### src/hdl/pidpwm_pkg.sv
// ----------------------------------------------------------------------------
// pidpwm_pkg
// Shared types, codes and constants of the PID angle controller with PWM.
// ----------------------------------------------------------------------------
package pidpwm_pkg;

  // Register indexes of the configuration port.
  localparam logic [2:0] REG_KP    = 3'd0;
  localparam logic [2:0] REG_KI    = 3'd1;
  localparam logic [2:0] REG_KD    = 3'd2;
  localparam logic [2:0] REG_ILIM  = 3'd3;
  localparam logic [2:0] REG_ALIM  = 3'd4;
  localparam logic [2:0] REG_ZERO  = 3'd5;
  localparam logic [2:0] REG_AREF  = 3'd6;

  // Register reset values.
  localparam logic [15:0] KP_RST   = 16'd11520;
  localparam logic [15:0] KI_RST   = 16'd282;
  localparam logic [15:0] KD_RST   = 16'd17920;
  localparam logic [15:0] ILIM_RST = 16'd45056;
  localparam logic [13:0] ALIM_RST = 14'd6144;
  localparam logic [15:0] ZERO_RST = 16'd4000;
  localparam logic [14:0] AREF_RST = 15'd0;

  // Counts to Q4.12 radians: pi*2^12/4000 scaled by 2^11.
  localparam int unsigned ANGLE_SCALE = 6588;

  // Datapath operations issued by the controller.
  localparam logic [3:0] OP_NONE     = 4'd0;
  localparam logic [3:0] OP_LOAD_IN  = 4'd1;
  localparam logic [3:0] OP_MUL_ANG  = 4'd2;
  localparam logic [3:0] OP_CHECK    = 4'd3;
  localparam logic [3:0] OP_MUL_P    = 4'd4;
  localparam logic [3:0] OP_MUL_I    = 4'd5;
  localparam logic [3:0] OP_MUL_D    = 4'd6;
  localparam logic [3:0] OP_SUM      = 4'd7;
  localparam logic [3:0] OP_MUL_DUTY = 4'd8;
  localparam logic [3:0] OP_OUT      = 4'd9;

  // Kind of result being produced.
  localparam logic [1:0] KIND_RUN   = 2'd0;
  localparam logic [1:0] KIND_START = 2'd1;
  localparam logic [1:0] KIND_STOP  = 2'd2;

  typedef struct packed {
    logic [15:0] kp;
    logic [15:0] ki;
    logic [15:0] kd;
    logic [15:0] ilim;
    logic [13:0] alim;
    logic [15:0] zero;
    logic [14:0] aref;
  } cfg_t;

  typedef struct packed {
    logic [3:0] op;
    logic [1:0] kind;
  } cmd_t;

  typedef struct packed {
    logic start_req;
    logic go;
    logic out_free;
  } sts_t;

endpackage

### src/hdl/pidpwm_cfg.sv
// ----------------------------------------------------------------------------
// pidpwm_cfg
// Configuration register file, written through a plain write port.
// ----------------------------------------------------------------------------
module pidpwm_cfg (
  input  logic               clk,
  input  logic               rst_n,
  input  logic               cfg_we,
  input  logic [2:0]         cfg_index,
  input  logic [15:0]        cfg_wdata,
  output pidpwm_pkg::cfg_t   cfg
);

  pidpwm_pkg::cfg_t cfg_r;
  pidpwm_pkg::cfg_t cfg_nxt;

  always_comb begin
    cfg_nxt = cfg_r;
    if (cfg_we) begin
      unique case (cfg_index)
        pidpwm_pkg::REG_KP:   cfg_nxt.kp   = cfg_wdata;
        pidpwm_pkg::REG_KI:   cfg_nxt.ki   = cfg_wdata;
        pidpwm_pkg::REG_KD:   cfg_nxt.kd   = cfg_wdata;
        pidpwm_pkg::REG_ILIM: cfg_nxt.ilim = cfg_wdata;
        pidpwm_pkg::REG_ALIM: cfg_nxt.alim = cfg_wdata[13:0];
        pidpwm_pkg::REG_ZERO: cfg_nxt.zero = cfg_wdata;
        pidpwm_pkg::REG_AREF: cfg_nxt.aref = cfg_wdata[14:0];
        default: ;
      endcase
    end
  end

  always_ff @(posedge clk) begin
    if (!rst_n) begin
      cfg_r.kp   <= pidpwm_pkg::KP_RST;
      cfg_r.ki   <= pidpwm_pkg::KI_RST;
      cfg_r.kd   <= pidpwm_pkg::KD_RST;
      cfg_r.ilim <= pidpwm_pkg::ILIM_RST;
      cfg_r.alim <= pidpwm_pkg::ALIM_RST;
      cfg_r.zero <= pidpwm_pkg::ZERO_RST;
      cfg_r.aref <= pidpwm_pkg::AREF_RST;
    end else begin
      cfg_r <= cfg_nxt;
    end
  end

  assign cfg = cfg_r;

endmodule

### src/hdl/pidpwm_ctrl.sv
// ----------------------------------------------------------------------------
// pidpwm_ctrl
// Sequencer that steps the shared multiplier through one control word.
// ----------------------------------------------------------------------------
module pidpwm_ctrl (
  input  logic               clk,
  input  logic               rst_n,
  input  logic               in_tvalid,
  output logic               in_tready,
  input  pidpwm_pkg::sts_t   sts,
  output pidpwm_pkg::cmd_t   cmd
);

  localparam logic [3:0] ST_IDLE = 4'd0;
  localparam logic [3:0] ST_ANG  = 4'd1;
  localparam logic [3:0] ST_CHK  = 4'd2;
  localparam logic [3:0] ST_MP   = 4'd3;
  localparam logic [3:0] ST_MI   = 4'd4;
  localparam logic [3:0] ST_MD   = 4'd5;
  localparam logic [3:0] ST_SUM  = 4'd6;
  localparam logic [3:0] ST_DUTY = 4'd7;
  localparam logic [3:0] ST_OUT  = 4'd8;

  logic [3:0] state_r, state_nxt;
  logic [1:0] kind_r, kind_nxt;

  always_comb begin
    state_nxt = state_r;
    kind_nxt  = kind_r;
    cmd.op    = pidpwm_pkg::OP_NONE;
    cmd.kind  = kind_r;
    unique case (state_r)
      ST_IDLE: begin
        if (in_tvalid) begin
          cmd.op    = pidpwm_pkg::OP_LOAD_IN;
          state_nxt = ST_ANG;
        end
      end
      ST_ANG: begin
        cmd.op = pidpwm_pkg::OP_MUL_ANG;
        if (sts.start_req) begin
          kind_nxt  = pidpwm_pkg::KIND_START;
          state_nxt = ST_OUT;
        end else begin
          state_nxt = ST_CHK;
        end
      end
      ST_CHK: begin
        cmd.op = pidpwm_pkg::OP_CHECK;
        if (sts.go) begin
          kind_nxt  = pidpwm_pkg::KIND_RUN;
          state_nxt = ST_MP;
        end else begin
          kind_nxt  = pidpwm_pkg::KIND_STOP;
          state_nxt = ST_OUT;
        end
      end
      ST_MP: begin
        cmd.op    = pidpwm_pkg::OP_MUL_P;
        state_nxt = ST_MI;
      end
      ST_MI: begin
        cmd.op    = pidpwm_pkg::OP_MUL_I;
        state_nxt = ST_MD;
      end
      ST_MD: begin
        cmd.op    = pidpwm_pkg::OP_MUL_D;
        state_nxt = ST_SUM;
      end
      ST_SUM: begin
        cmd.op    = pidpwm_pkg::OP_SUM;
        state_nxt = ST_DUTY;
      end
      ST_DUTY: begin
        cmd.op    = pidpwm_pkg::OP_MUL_DUTY;
        state_nxt = ST_OUT;
      end
      ST_OUT: begin
        if (sts.out_free) begin
          cmd.op    = pidpwm_pkg::OP_OUT;
          state_nxt = ST_IDLE;
        end
      end
      default: state_nxt = ST_IDLE;
    endcase
  end

  always_ff @(posedge clk) begin
    if (!rst_n) begin
      state_r <= ST_IDLE;
      kind_r  <= pidpwm_pkg::KIND_RUN;
    end else begin
      state_r <= state_nxt;
      kind_r  <= kind_nxt;
    end
  end

  assign in_tready = (state_r == ST_IDLE);

endmodule

### src/hdl/pidpwm_dp.sv
// ----------------------------------------------------------------------------
// pidpwm_dp
// Datapath: shared multiplier, PID state, saturation and the output register.
// ----------------------------------------------------------------------------
module pidpwm_dp #(
  parameter int unsigned PWM_TOP = 999
) (
  input  logic               clk,
  input  logic               rst_n,
  input  pidpwm_pkg::cmd_t   cmd,
  output pidpwm_pkg::sts_t   sts,
  input  pidpwm_pkg::cfg_t   cfg,
  input  logic               in_func,
  input  logic [15:0]        in_count,
  input  logic               out_tready,
  output logic               out_tvalid,
  output logic [39:0]        out_tdata
);

  localparam int unsigned DUTY_SCALE = ((PWM_TOP + 1) * 1024) / 12;
  localparam int unsigned SCALE_W    = $clog2(DUTY_SCALE + 1);
  localparam int unsigned MB_W       = ((SCALE_W > 16) ? SCALE_W : 16) + 1;
  localparam int unsigned MA_W       = 21;
  localparam int unsigned P_W        = MA_W + MB_W;
  localparam int unsigned DUTY_W     = P_W - 22;

  // Input latch.
  logic        func_r;
  logic [15:0] count_r;

  // Shared multiplier.
  logic signed [MA_W-1:0] mul_a;
  logic signed [MB_W-1:0] mul_b;
  logic signed [P_W-1:0]  prod_r;

  // PID state and intermediates.
  logic              enable_r;
  logic signed [17:0] isum_r;
  logic signed [16:0] prev_r;
  logic signed [19:0] held_r;
  logic signed [16:0] err_r;
  logic signed [25:0] pk_r;
  logic signed [17:0] ik_r;
  logic signed [19:0] drive_r;

  // Output register.
  logic               out_valid_r;
  logic [9:0]         o_duty_r;
  logic               o_fwd_r, o_rev_r, o_en_r;
  logic signed [19:0] o_drive_r;

  logic signed [16:0] diff;
  logic signed [16:0] dlt;
  logic signed [17:0] dlt_w;
  logic signed [18:0] angle;
  logic        [18:0] mag;
  logic signed [16:0] err_nxt;
  logic signed [P_W-1:0] rnd_sum;
  logic signed [25:0] rnd_q;
  logic signed [26:0] ik_sum;
  logic signed [26:0] ilim_p, ilim_n;
  logic signed [17:0] ik_nxt;
  logic signed [27:0] drv_sum;
  logic signed [19:0] drive_nxt;
  logic        [20:0] abs_drive;
  logic        [P_W-1:0] duty_sum;
  logic        [DUTY_W-1:0] duty_full, duty_cap;

  assign diff    = $signed({1'b0, count_r}) - $signed({1'b0, cfg.zero});
  assign dlt_w   = {err_r[16], err_r} - {prev_r[16], prev_r};
  assign dlt     = dlt_w[16:0];
  assign abs_drive = drive_r[19] ? (21'd0 - {drive_r[19], drive_r})
                                 : {drive_r[19], drive_r};

  always_comb begin
    mul_a = '0;
    mul_b = '0;
    unique case (cmd.op)
      pidpwm_pkg::OP_MUL_ANG: begin
        mul_a = {{(MA_W-17){diff[16]}}, diff};
        mul_b = MB_W'(pidpwm_pkg::ANGLE_SCALE);
      end
      pidpwm_pkg::OP_MUL_P: begin
        mul_a = {{(MA_W-17){err_r[16]}}, err_r};
        mul_b = {{(MB_W-16){1'b0}}, cfg.kp};
      end
      pidpwm_pkg::OP_MUL_I: begin
        mul_a = {{(MA_W-17){err_r[16]}}, err_r};
        mul_b = {{(MB_W-16){1'b0}}, cfg.ki};
      end
      pidpwm_pkg::OP_MUL_D: begin
        mul_a = {{(MA_W-17){dlt[16]}}, dlt};
        mul_b = {{(MB_W-16){1'b0}}, cfg.kd};
      end
      pidpwm_pkg::OP_MUL_DUTY: begin
        mul_a = abs_drive;
        mul_b = MB_W'(DUTY_SCALE);
      end
      default: ;
    endcase
  end

  // Angle check, from the angle product.
  assign angle   = prod_r[29:11];
  assign mag     = angle[18] ? (19'd0 - angle) : angle;
  assign err_nxt = {{2{cfg.aref[14]}}, cfg.aref} - angle[16:0];

  // Round half up of a Q4.12 x Q8.8 product back to Q4.12.
  assign rnd_sum = prod_r + $signed(P_W'(128));
  assign rnd_q   = rnd_sum[33:8];

  // Integral with clamp.
  assign ik_sum = {rnd_q[25], rnd_q} + {{9{isum_r[17]}}, isum_r};
  assign ilim_p = {11'd0, cfg.ilim};
  assign ilim_n = 27'd0 - {11'd0, cfg.ilim};
  always_comb begin
    if (ik_sum > ilim_p) begin
      ik_nxt = ilim_p[17:0];
    end else if (ik_sum < ilim_n) begin
      ik_nxt = ilim_n[17:0];
    end else begin
      ik_nxt = ik_sum[17:0];
    end
  end

  // Total drive with saturation to the 20-bit range.
  assign drv_sum = {{2{pk_r[25]}}, pk_r} + {{10{ik_r[17]}}, ik_r}
                 + {{2{rnd_q[25]}}, rnd_q};
  always_comb begin
    if (drv_sum > 28'sd524287) begin
      drive_nxt = 20'sh7FFFF;
    end else if (drv_sum < -28'sd524288) begin
      drive_nxt = 20'sh80000;
    end else begin
      drive_nxt = drv_sum[19:0];
    end
  end

  // Duty from the duty product.
  assign duty_sum  = prod_r + P_W'(22'h200000);
  assign duty_full = duty_sum[P_W-1:22];
  assign duty_cap  = (duty_full > DUTY_W'(PWM_TOP)) ? DUTY_W'(PWM_TOP) : duty_full;

  always_ff @(posedge clk) begin
    if (cmd.op == pidpwm_pkg::OP_LOAD_IN) begin
      func_r  <= in_func;
      count_r <= in_count;
    end
    if (cmd.op == pidpwm_pkg::OP_MUL_ANG || cmd.op == pidpwm_pkg::OP_MUL_P ||
        cmd.op == pidpwm_pkg::OP_MUL_I   || cmd.op == pidpwm_pkg::OP_MUL_D ||
        cmd.op == pidpwm_pkg::OP_MUL_DUTY) begin
      prod_r <= mul_a * mul_b;
    end
    if (cmd.op == pidpwm_pkg::OP_CHECK) begin
      err_r <= err_nxt;
    end
    if (cmd.op == pidpwm_pkg::OP_MUL_I) begin
      pk_r <= rnd_q;
    end
    if (cmd.op == pidpwm_pkg::OP_MUL_D) begin
      ik_r <= ik_nxt;
    end
    if (cmd.op == pidpwm_pkg::OP_SUM) begin
      drive_r <= drive_nxt;
    end
    if (cmd.op == pidpwm_pkg::OP_OUT) begin
      unique case (cmd.kind)
        pidpwm_pkg::KIND_START: begin
          o_duty_r  <= '0;
          o_fwd_r   <= 1'b0;
          o_rev_r   <= 1'b0;
          o_en_r    <= 1'b1;
          o_drive_r <= held_r;
        end
        pidpwm_pkg::KIND_RUN: begin
          o_duty_r  <= duty_cap[9:0];
          o_fwd_r   <= ~drive_r[19];
          o_rev_r   <= drive_r[19];
          o_en_r    <= 1'b1;
          o_drive_r <= drive_r;
        end
        default: begin
          o_duty_r  <= '0;
          o_fwd_r   <= 1'b0;
          o_rev_r   <= 1'b0;
          o_en_r    <= 1'b0;
          o_drive_r <= '0;
        end
      endcase
    end
  end

  // Controller state and handshake state.
  always_ff @(posedge clk) begin
    if (!rst_n) begin
      enable_r    <= 1'b0;
      isum_r      <= '0;
      prev_r      <= '0;
      held_r      <= '0;
      out_valid_r <= 1'b0;
    end else begin
      if (cmd.op == pidpwm_pkg::OP_OUT) begin
        out_valid_r <= 1'b1;
        unique case (cmd.kind)
          pidpwm_pkg::KIND_START: enable_r <= 1'b1;
          pidpwm_pkg::KIND_RUN: begin
            isum_r <= ik_r;
            prev_r <= err_r;
            held_r <= drive_r;
          end
          default: begin
            enable_r <= 1'b0;
            held_r   <= '0;
          end
        endcase
      end else if (out_tready) begin
        out_valid_r <= 1'b0;
      end
    end
  end

  assign sts.start_req = func_r;
  assign sts.go        = enable_r && (mag < {5'd0, cfg.alim});
  assign sts.out_free  = !out_valid_r || out_tready;

  assign out_tvalid = out_valid_r;
  assign out_tdata  = {7'd0, o_drive_r, o_en_r, o_rev_r, o_fwd_r, o_duty_r};

endmodule

### src/hdl/pid_angle_controller_pwm_top.sv
// Sequence: load, angle product, range check, P, I, D, sum, duty, output. A start
// request skips from angle to output; a disabled or out-of-range tick, from the check.
// Words are processed one at a time, set by the single shared multiplier
// that the sequencer steps through angle, P, I, D and duty products.
// A new word is accepted while the previous result waits in the output register.
// Reset (rst_n, synchronous, active low) restores register defaults and
// clears the enable flag, integral, previous error and held drive.
// ----------------------------------------------------------------------------
// pid_angle_controller_pwm_top
// PID angle controller with integral clamp driving an H-bridge PWM.
// ----------------------------------------------------------------------------
module pid_angle_controller_pwm_top #(
  parameter int unsigned PWM_TOP = 999
) (
  input  logic        clk,
  input  logic        rst_n,
  // Input channel.
  input  logic        in_tvalid,
  output logic        in_tready,
  input  logic [15:0] in_tdata,   // [15:0] encoder_count
  input  logic        in_tuser,   // [0] func: 0 control tick, 1 start request
  // Result channel.
  output logic        out_tvalid,
  input  logic        out_tready,
  output logic [39:0] out_tdata,  // [9:0] pwm_duty, [10] dir_forward,
                                  // [11] dir_reverse, [12] enabled,
                                  // [32:13] drive_volts, [39:33] zero
  // Configuration write port.
  input  logic        cfg_we,
  input  logic [2:0]  cfg_index,
  input  logic [15:0] cfg_wdata
);

  // Configuration registers: gains, limits, encoder zero, angle reference. The user
  // must see that they are only written while no word is in flight; the block trusts it.
  pidpwm_pkg::cfg_t cfg;

  // The sequencer issues one datapath operation per cycle unless it waits for
  // input or a free output register; the datapath reports back the start flag,
  // the in-range decision and whether the output register can take a new word.
  pidpwm_pkg::cmd_t cmd;
  pidpwm_pkg::sts_t sts;

  pidpwm_cfg u_cfg (
    .clk       (clk),
    .rst_n     (rst_n),
    .cfg_we    (cfg_we),
    .cfg_index (cfg_index),
    .cfg_wdata (cfg_wdata),
    .cfg       (cfg)
  );

  pidpwm_ctrl u_ctrl (
    .clk       (clk),
    .rst_n     (rst_n),
    .in_tvalid (in_tvalid),
    .in_tready (in_tready),
    .sts       (sts),
    .cmd       (cmd)
  );

  // The datapath shares one signed multiplier among all products, rounds
  // each gain product half up, clamps the integral and saturates the drive
  // before scaling its magnitude to a PWM compare value.
  pidpwm_dp #(
    .PWM_TOP (PWM_TOP)
  ) u_dp (
    .clk        (clk),
    .rst_n      (rst_n),
    .cmd        (cmd),
    .sts        (sts),
    .cfg        (cfg),
    .in_func    (in_tuser),
    .in_count   (in_tdata),
    .out_tready (out_tready),
    .out_tvalid (out_tvalid),
    .out_tdata  (out_tdata)
  );

endmodule

### config.mk
export PLATFORM = sky130hd
export DESIGN_NAME = pid_angle_controller_pwm_top
export DESIGN_NICKNAME = d
export VERILOG_FILES = /design/src/hdl/pidpwm_pkg.sv /design/src/hdl/pidpwm_cfg.sv /design/src/hdl/pidpwm_ctrl.sv /design/src/hdl/pidpwm_dp.sv /design/src/hdl/pid_angle_controller_pwm_top.sv
export SDC_FILE = /design/constraint.sdc
export NUM_CORES = 2
export LEC_CHECK = 0
export BUFFER_PORTS_ARGS = -buffer_cell sky130_fd_sc_hd__buf_2
export CAP_MARGIN = 20
export CORE_MARGIN = 2
export CORE_UTILIZATION = 64
export DETAILED_ROUTE_END_ITERATION = 10
export PLACE_DENSITY = 0.82
export REMOVE_ABC_BUFFERS = 1
export SYNTH_ARGS = -nofsm -noshare
export SYNTH_HDL_FRONTEND = slang
export SYNTH_SLANG_ARGS = --single-unit
export TNS_END_PERCENT = 20
### constraint.sdc
create_clock -name clk -period 20.3 [get_ports clk]
set_input_delay 6.09 -clock clk [delete_from_list [all_inputs] [get_ports clk]]
set_output_delay 6.09 -clock clk [all_outputs]
set_load 0.01 [all_outputs]
## Yosys cells after proc, flatten, opt, wreduce, memory -nomap -nowiden

Cells that the tools add are included.

| word-level totals | value |
|---|---|
| flip-flop bits (word level) | 342 |
| bits of input ports | 41 |
| output and inout port bits | 42 |
| logic and storage cells | 125 |

| operators by class | value |
|---|---|
| add/sub/neg operators | 11 |
| multiply operators | 1 |
| magnitude comparators | 6 |
| equality and inequality tests | 27 |
| muxes and demuxes | 24 |
| bitwise logic cells | 2 |
| reduce and logical (&&, ||, !) cells | 26 |

Operator list:

| cell | number |
|---|---|
| one-hot mux 17 bit (5 select lines) | 1 |
| one-hot mux 21 bit (4 select lines) | 1 |
| one-hot mux 4 bit (9 select lines) | 2 |
| adder 26 x 18 -> 27 bit | 2 |
| one-hot mux 20 bit (2 select lines) | 1 |
| adder 39 x 22 -> 39 bit (second input constant) | 1 |
| multiplier 21 x 18 -> 39 bit | 1 |
| adder 34 x 9 -> 34 bit (second input constant) | 1 |
| subtractor 17 bit | 2 |
| equality test 4 x 3 -> 1 bit (second input constant) | 8 |
| adder 27 x 26 -> 28 bit | 1 |
| greater-than comparator 28 x 20 -> 1 bit (second input constant) | 1 |
| less-than comparator 28 x 20 -> 1 bit (second input constant) | 1 |
| greater-than comparator 27 x 17 -> 1 bit | 1 |
| less-than comparator 27 bit | 1 |
| AND reduction 2 bit | 11 |
| two-way mux 21 bit | 1 |
| subtractor 1 x 20 -> 21 bit (first input constant) | 1 |
| two-way mux 20 bit | 1 |
| two-way mux 4 bit | 5 |
| less-than comparator 19 x 14 -> 1 bit | 1 |
| two-way mux 19 bit | 1 |
| subtractor 1 x 19 -> 19 bit (first input constant) | 1 |
| two-way mux 18 bit | 1 |
| other kinds (27) | 49 |

## Logic depth before layout (Yosys ltp)

| logic depth | value |
|---|---|
| depth in word-level cells | 9 |
| mapped depth | 38 |
| mapped depth without buffers | 36 |

## By module

From an unflattened synthesis, not the netlist that was laid out.

| second synthesis, totals | value |
|---|---|
| cell total of the unflattened synthesis | 3889 |
| area total of the unflattened synthesis | 34798.4 sq um |

Modules (own cells, without submodules):

| module | instances | cells each | area an instance (sq um) | seq. area each (sq um) |
|---|---|---|---|---|
| pidpwm_dp | 1 | 3451 | 30302.8 | 6035.8 |
| pidpwm_cfg | 1 | 396 | 4131.5 | 2182.1 |
| pidpwm_ctrl | 1 | 42 | 364.1 | 120.1 |

## Least setup slack after synthesis

No wires, ideal clock.

| timing | value |
|---|---|
| path kind | register -> register |
| start | register u_dp.err_r[0] |
| end | register u_dp.prod_r[38], data pin |
| library setup time | 0.262 ns |
| data arrival time | 9.253 ns |
| required time | 20.038 ns |
| path slack | 10.784 ns |
| cell stages (with the launch flop) | 37 |
| path buffers | 2 |
| period minus slack after synthesis | 9.516 ns |
| cells stage by stage | edfxtp_1 > inv_1 > ha_1 > inv_1 > fa_1 > a21o_1 > a21o_1 > a21oi_1 > o21ai_0 > a211oi_1 > a2111oi_0 > a311oi_1 > or2_2 > a32o_1 > clkbuf_1 > clkbuf_1 > nor2_1 > fa_1 > inv_1 > fa_1 > inv_1 > fa_1 > fa_1 > fa_1 > inv_1 > fa_1 > inv_1 > ha_1 > a21o_1 > a21o_1 > a21o_1 > a21o_1 > a2111oi_0 > nand3_1 > a31o_2 > a21oi_1 > xor2_1 |

| on the way | value |
|---|---|
| cells in the longest elaborated chain, start to end | 3 |

RTL lines:

| what | RTL line | RTL |
|---|---|---|
| from (decl) | pidpwm_dp.sv:41 | `logic signed [16:0] err_r;` |
| from (signal assigned) | pidpwm_dp.sv:155 | `err_r <= err_nxt;` |
| subtractor 17 bit | pidpwm_dp.sv:70 | `assign dlt_w = {err_r[16], err_r} - {prev_r[16], prev_r};` |
| one-hot mux 21 bit (4 select lines) * | pidpwm_dp.sv:78 | `unique case (cmd.op)` |
| multiplier 21 x 18 -> 39 bit * | pidpwm_dp.sv:152 | `prod_r <= mul_a * mul_b;` |
| to (signal assigned) | pidpwm_dp.sv:152 |  |
| to (decl) | pidpwm_dp.sv:34 | `logic signed [P_W-1:0] prod_r;` |

Every way passes the cells marked *; elsewhere a longest branch is shown, timed or not.
A chain may end at the register's enable or synchronous reset.

## Final worst setup path

Same ends and word-level chain as after synthesis.

==> Flow_metrics.wiki <==
{| class="wikitable"
! Metric !! Value
|-
| Combinational share of power || 30.1%
|-
| Number of flops mapped to enable cells by yosys || 163
|-
| Depth of the worst register-to-register path || 35
|-
| Clock share of power || 32.1%
|-
| Global-route met3 utilization || 5.85%
|-
| Synth Area per Inst || 8.72 um^2
|-
| Biggest area contributors in the synthesized netlist || fa_1 22%, edfxtp_1 14%, dfxtp_1 9.9%, ha_1 9.2%, inv_1 7.4%
|-
| Global-route wire length before repair || 150 mm
|-
| Hold buffer count at cts || 0
|-
| Class of the tightest hold or removal check || flop to flop
|-
| Worst-path clk slew || 0.06 ns
|-
| DRC Markers || 0
|-
| Flip-flop cell with the highest count after synthesis || dfxtp_1
|-
| Clock buffer count from CTS || 37
|-
| Count of unique library cells instantiated by Yosys || 82
|-
| Leading area contributor after synthesis || fa_1
|-
| Top-area cell type share of the netlist area || 22.3%
|-
| Count of maximum capacitance violations || 0
|-
| Overall global routing resource usage || 34.2%
|-
| Placed Cells incl. Taps || 4,633
|-
| Floorplan die height || 237 um
|-
| Boundary pin count || 83
|-
| Share of the clock period used by the worst path after layout || 50.2%
|-
| Setup ws final || 10.11 ns
|-
| Yosys reg bits || 335
|-
| Master of the slowest instance on the critical path || fa_1
|-
| Met2 track utilization from global routing || 56.0%
|-
| Initial Util || 64.6%
|-
| Final Power || 2.03 mW
|-
| Pin count of the biggest net entering global routing || 101
|-
| Post-synthesis instance area || 0.0346 mm^2
|-
| Achievable clock frequency || 0.0981 GHz
|-
| Number of buffers inserted to repair setup after CTS || 0
|-
| Post-route insts no fill || 4,705
|-
| Family of cells with the greatest summed delay on the critical path || adder cells
|-
| Pre-Repair DR Iteration Count || 8
|-
| Combined buffer and inverter count along the critical path || 7
|-
| Remaining global-route overflow || 0
|-
| Number of vias after detailed routing || 27,852
|-
| Clock latency of the later-clocked register in the worst-skew pair || 0.56 ns
|-
| TritonCTS clock tree || yes
|-
| Slew HR || 28.9%
|-
| Number of hold-slack violations in the final timing report || 0
|-
| Buffers on Ports || 75
|-
| Maximum fanout encountered on the critical timing path || 39
|-
| Number of global-route vias before repair || 28,144
|-
| Layout overhead on the synthesized area || 6.36%
|-
| GR peak layer || met2
|-
| TritonCTS sink count || 335
|-
| Final net count || 4,660
|-
| Worst setup path class || flop to flop
|-
| Drt via density || 5.92
|-
| R2R Setup Slk || 10.11 ns
|-
| Final worst path period need || 10.19 ns
|-
| Sequential element share of the synthesized area || 24.1%
|-
| End of the worst register-to-register path || u_dp.prod_r[38]$_DFFE_PP_
|-
| Net switching fraction of the power || 33.9%
|-
| Fraction of power consumed by sequential logic || 37.8%
|-
| Number of instances in the synthesized netlist || 3,970
|-
| Worst Setup Start Kind || flop
|-
| Number of violations reported at the end of detailed-routing iteration 0 || 2,511
|-
| Core box area || 0.0536 mm^2
|-
| Setup repair after global routing missed its margin || false
|-
| Top cell by count, worst path || a21o_1
|-
| Measured slew at the worst slew-check pin || 1.06 ns
|-
| GR met1 Demand/Resource || 44.0%
|-
| # resized after CTS || 0
|-
| Horizontal extent of the die || 237 um
|-
| Psw || 0.690 mW
|-
| Critical R2R Launch || u_dp.err_r[0]$_DFFE_PN_
|-
| Last weighted congestion value of the routability-driven placer || 1.02
|-
| Largest stage delay, worst path || 0.94 ns
|-
| Wirelength, routed || 93.7 mm
|-
| Share of the core filled with cells in the final layout || 68.7%
|-
| Clock Tree Buf Depth || 3
|-
| Final setup violation count || 0
|-
| Async set-or-reset flop fraction in the synthesized netlist || 0%
|-
| Max Slew Vio Count || 0
|-
| Remaining number of nets flagged by the antenna check after routing || 0
|-
| Data required time at the worst endpoint || 20.58 ns
|-
| Leakage power || 16.6 nW
|-
| Fill count || 4,289
|-
| Setup Total Neg Slack || 0 ns
|-
| Worst Setup End Kind || flop
|-
| Worst Setup Slack post-DPL || 10.16 ns
|-
| Clk root buf || clkbuf_16
|-
| CTS HTree Levels || 2
|-
| Startpoint of the lowest-slack hold path || u_cfg.cfg[36]$_SDFFE_PN0P_
|-
| Power per unit of standard cell area || 55.3 mW/mm^2
|-
| Internal power of the cells || 1.34 mW
|-
| Number of antenna violations at the first check in global routing || 2
|-
| Final worst clock skew || 0.0205 ns
|-
| Arrival time of data at the critical path endpoint || 10.47 ns
|-
| Avg WL per Cell || 19.9 um
|-
| Peak supply drop || 44.4 uV
|-
| Total number of placement rows || 85
|-
| Share of cells above drive strength 1 || 5.44%
|-
| Run status || finished, final reports clean
|-
| HPWL after detailed placement || 73.2 mm
|-
| Hold Path Sink || u_cfg.cfg[36]$_SDFFE_PN0P_
|-
| Warnings from Yosys || 0
|-
| Worst hold stages || 2
|-
| DIE AREA || 0.0560 mm^2
|}
-- through the flow --
| step | hold WS, ns | area (um^2) |
|---|---|---|
| 4_1_cts | 0.467 | 36800 |
| 3_3_place_gp | 0.451 | 35600 |
| 5_1_grt | 0.481 | 36800 |
| 2_1_floorplan | 0.429 | 34000 |
| 3_5_place_dp | 0.458 | 35600 |
| 6_report | 0.466 | 36800 |
-- worst reg2reg max path: cells and delay by family, from the launching register on --
| family | cells | cell delay, ns |
|---|---|---|
| buffers and inverters | 7 | 1.02 |
| adder cells (fa/ha/maj) | 8 | 4.20 |
| AND/OR/NAND/NOR | 3 | 0.48 |
| flip-flops | 1 | 0.42 |
| XOR/XNOR | 1 | 0.09 |
| AO/OA/AOI/OAI | 16 | 3.71 |
-- worst max-delay path by stage --
stage | endpoint | start | slack, ns | depth (start not counted)
3_3_place_gp | u_dp.prod_r[38]$_DFFE_PP_ | u_dp.err_r[0]$_DFFE_PN_ | 10.41 | 35
6_report | u_dp.prod_r[38]$_DFFE_PP_ | u_dp.err_r[0]$_DFFE_PN_ | 10.11 | 35
5_1_grt | u_dp.prod_r[38]$_DFFE_PP_ | u_dp.err_r[0]$_DFFE_PN_ | 9.31 | 35
3_5_place_dp | u_dp.prod_r[38]$_DFFE_PP_ | u_dp.err_r[0]$_DFFE_PN_ | 10.16 | 35
2_1_floorplan | u_dp.prod_r[38]$_DFFE_PP_ | u_ctrl.state_r[2]$_SDFFE_PN0P_ | 8.58 | 25
4_1_cts | u_dp.prod_r[38]$_DFFE_PP_ | u_dp.err_r[0]$_DFFE_PN_ | 10.14 | 35
-- cell usage after synthesis, drive strengths merged, types with 10 or more instances --
master	instances
inv	685
nand2	625
fa	385
nor2	258
ha	255
dfxtp	172
edfxtp	163
a21boi	152
a21oi	137
clkbuf	133
xnor2	124
o21ai	112
nor3	63
xor2	57
nand3	56
a21o	52
and2	45
mux2i	43
or3	39
nor2b	34
o21a	31
nand2b	29
and3	27
buf	27
o211ai	23
a211oi	21
a221oi	21
o31ai	20
nand4	17
a31oi	16
a2111oi	12
o22ai	11
or2	11
and4	10
-- cells by family (layout without fill, tap and decap cells) --
logic type / Yosys count / count (layout) / synth area share (%)
XOR/XNOR: 181 / 181 / 4.58
flip-flops: 335 / 335 / 24.1
multiplexers: 45 / 45 / 1.31
AO/OA/AOI/OAI: 674 / 674 / 13.1
other: 2 / 10 / 0.0217
adder cells (fa/ha/maj): 640 / 640 / 31.5
buffers and inverters: 845 / 876 / 9.32
AND/OR/NAND/NOR: 1248 / 1248 / 16.1
-- flip-flops by register name (all words and copies together) (netlist names), 18 cells and up --
signal / cells
u_dp.o_drive_r: 20
u_dp.prod_r: 32
u_dp.drive_r: 20
u_dp.held_r: 20
u_dp.ik_r: 18
u_dp.pk_r: 26
u_dp.isum_r: 18
u_cfg.cfg: 109
-- power by group through the flow --
stage,clock (mW),sequential (mW),combinational (mW)
after CTS,0.660,0.769,0.603
after global placement,0,0.783,0.582
after detailed placement,0,0.783,0.597
after floorplan,0,0.777,0.422
final,0.653,0.770,0.612
after global routing,0.685,0.772,0.679
-- layer usage --
| layer | wire, um | share of wire (%) |
|---|---|---|
| met1 | 36100 | 39 |
| met2 | 43800 | 47 |
| met3 | 8360 | 8.9 |
| met4 | 5420 | 5.8 |
| met5 | 0 | 0 |
-- final cells by class --
class	instances	area (um^2)	share of cell area, %
Multi-Input combinational cell	2797	23100	62.8
Inverter	685	2570	6.98
Sequential cell	335	8340	22.6
Clock inverter	12	119	0.323
Clock buffer	56	1030	2.79
Antenna cell	1	2.50	0.00680
Timing Repair Buffer	123	762	2.07
Tap cell	696	871	2.37
-- layout by cell type (no fill, tap or decap), types with 8 or more instances in the layout --
master     instances
buf_2             74
xnor2_1          124
a2111oi_0         10
a21o_1            52
o31ai_1           19
mux2i_1           43
clkbuf_1          16
a21oi_1          135
dfxtp_1          172
or2_2             10
nand2_1          625
fa_1             385
buf_4             46
nor2_1           256
and2_1            45
o211ai_1          23
a221oi_1          21
a22oi_1            8
ha_1             255
conb_1             9
a21boi_0         152
inv_1            683
a211o_1            8
and4_1            10
o21a_1            31
a211oi_1          20
nand3_1           56
or4_1              8
a31oi_1           16
nor2b_1           34
o21ai_0          107
nor3_1            60
clkbuf_16         37
or3_1             33
nand4_1           17
nand2b_1          29
xor2_1            57
and3_1            27
o22ai_1           11
edfxtp_1         163
Note: power is estimated with default switching activity, not from simulation.
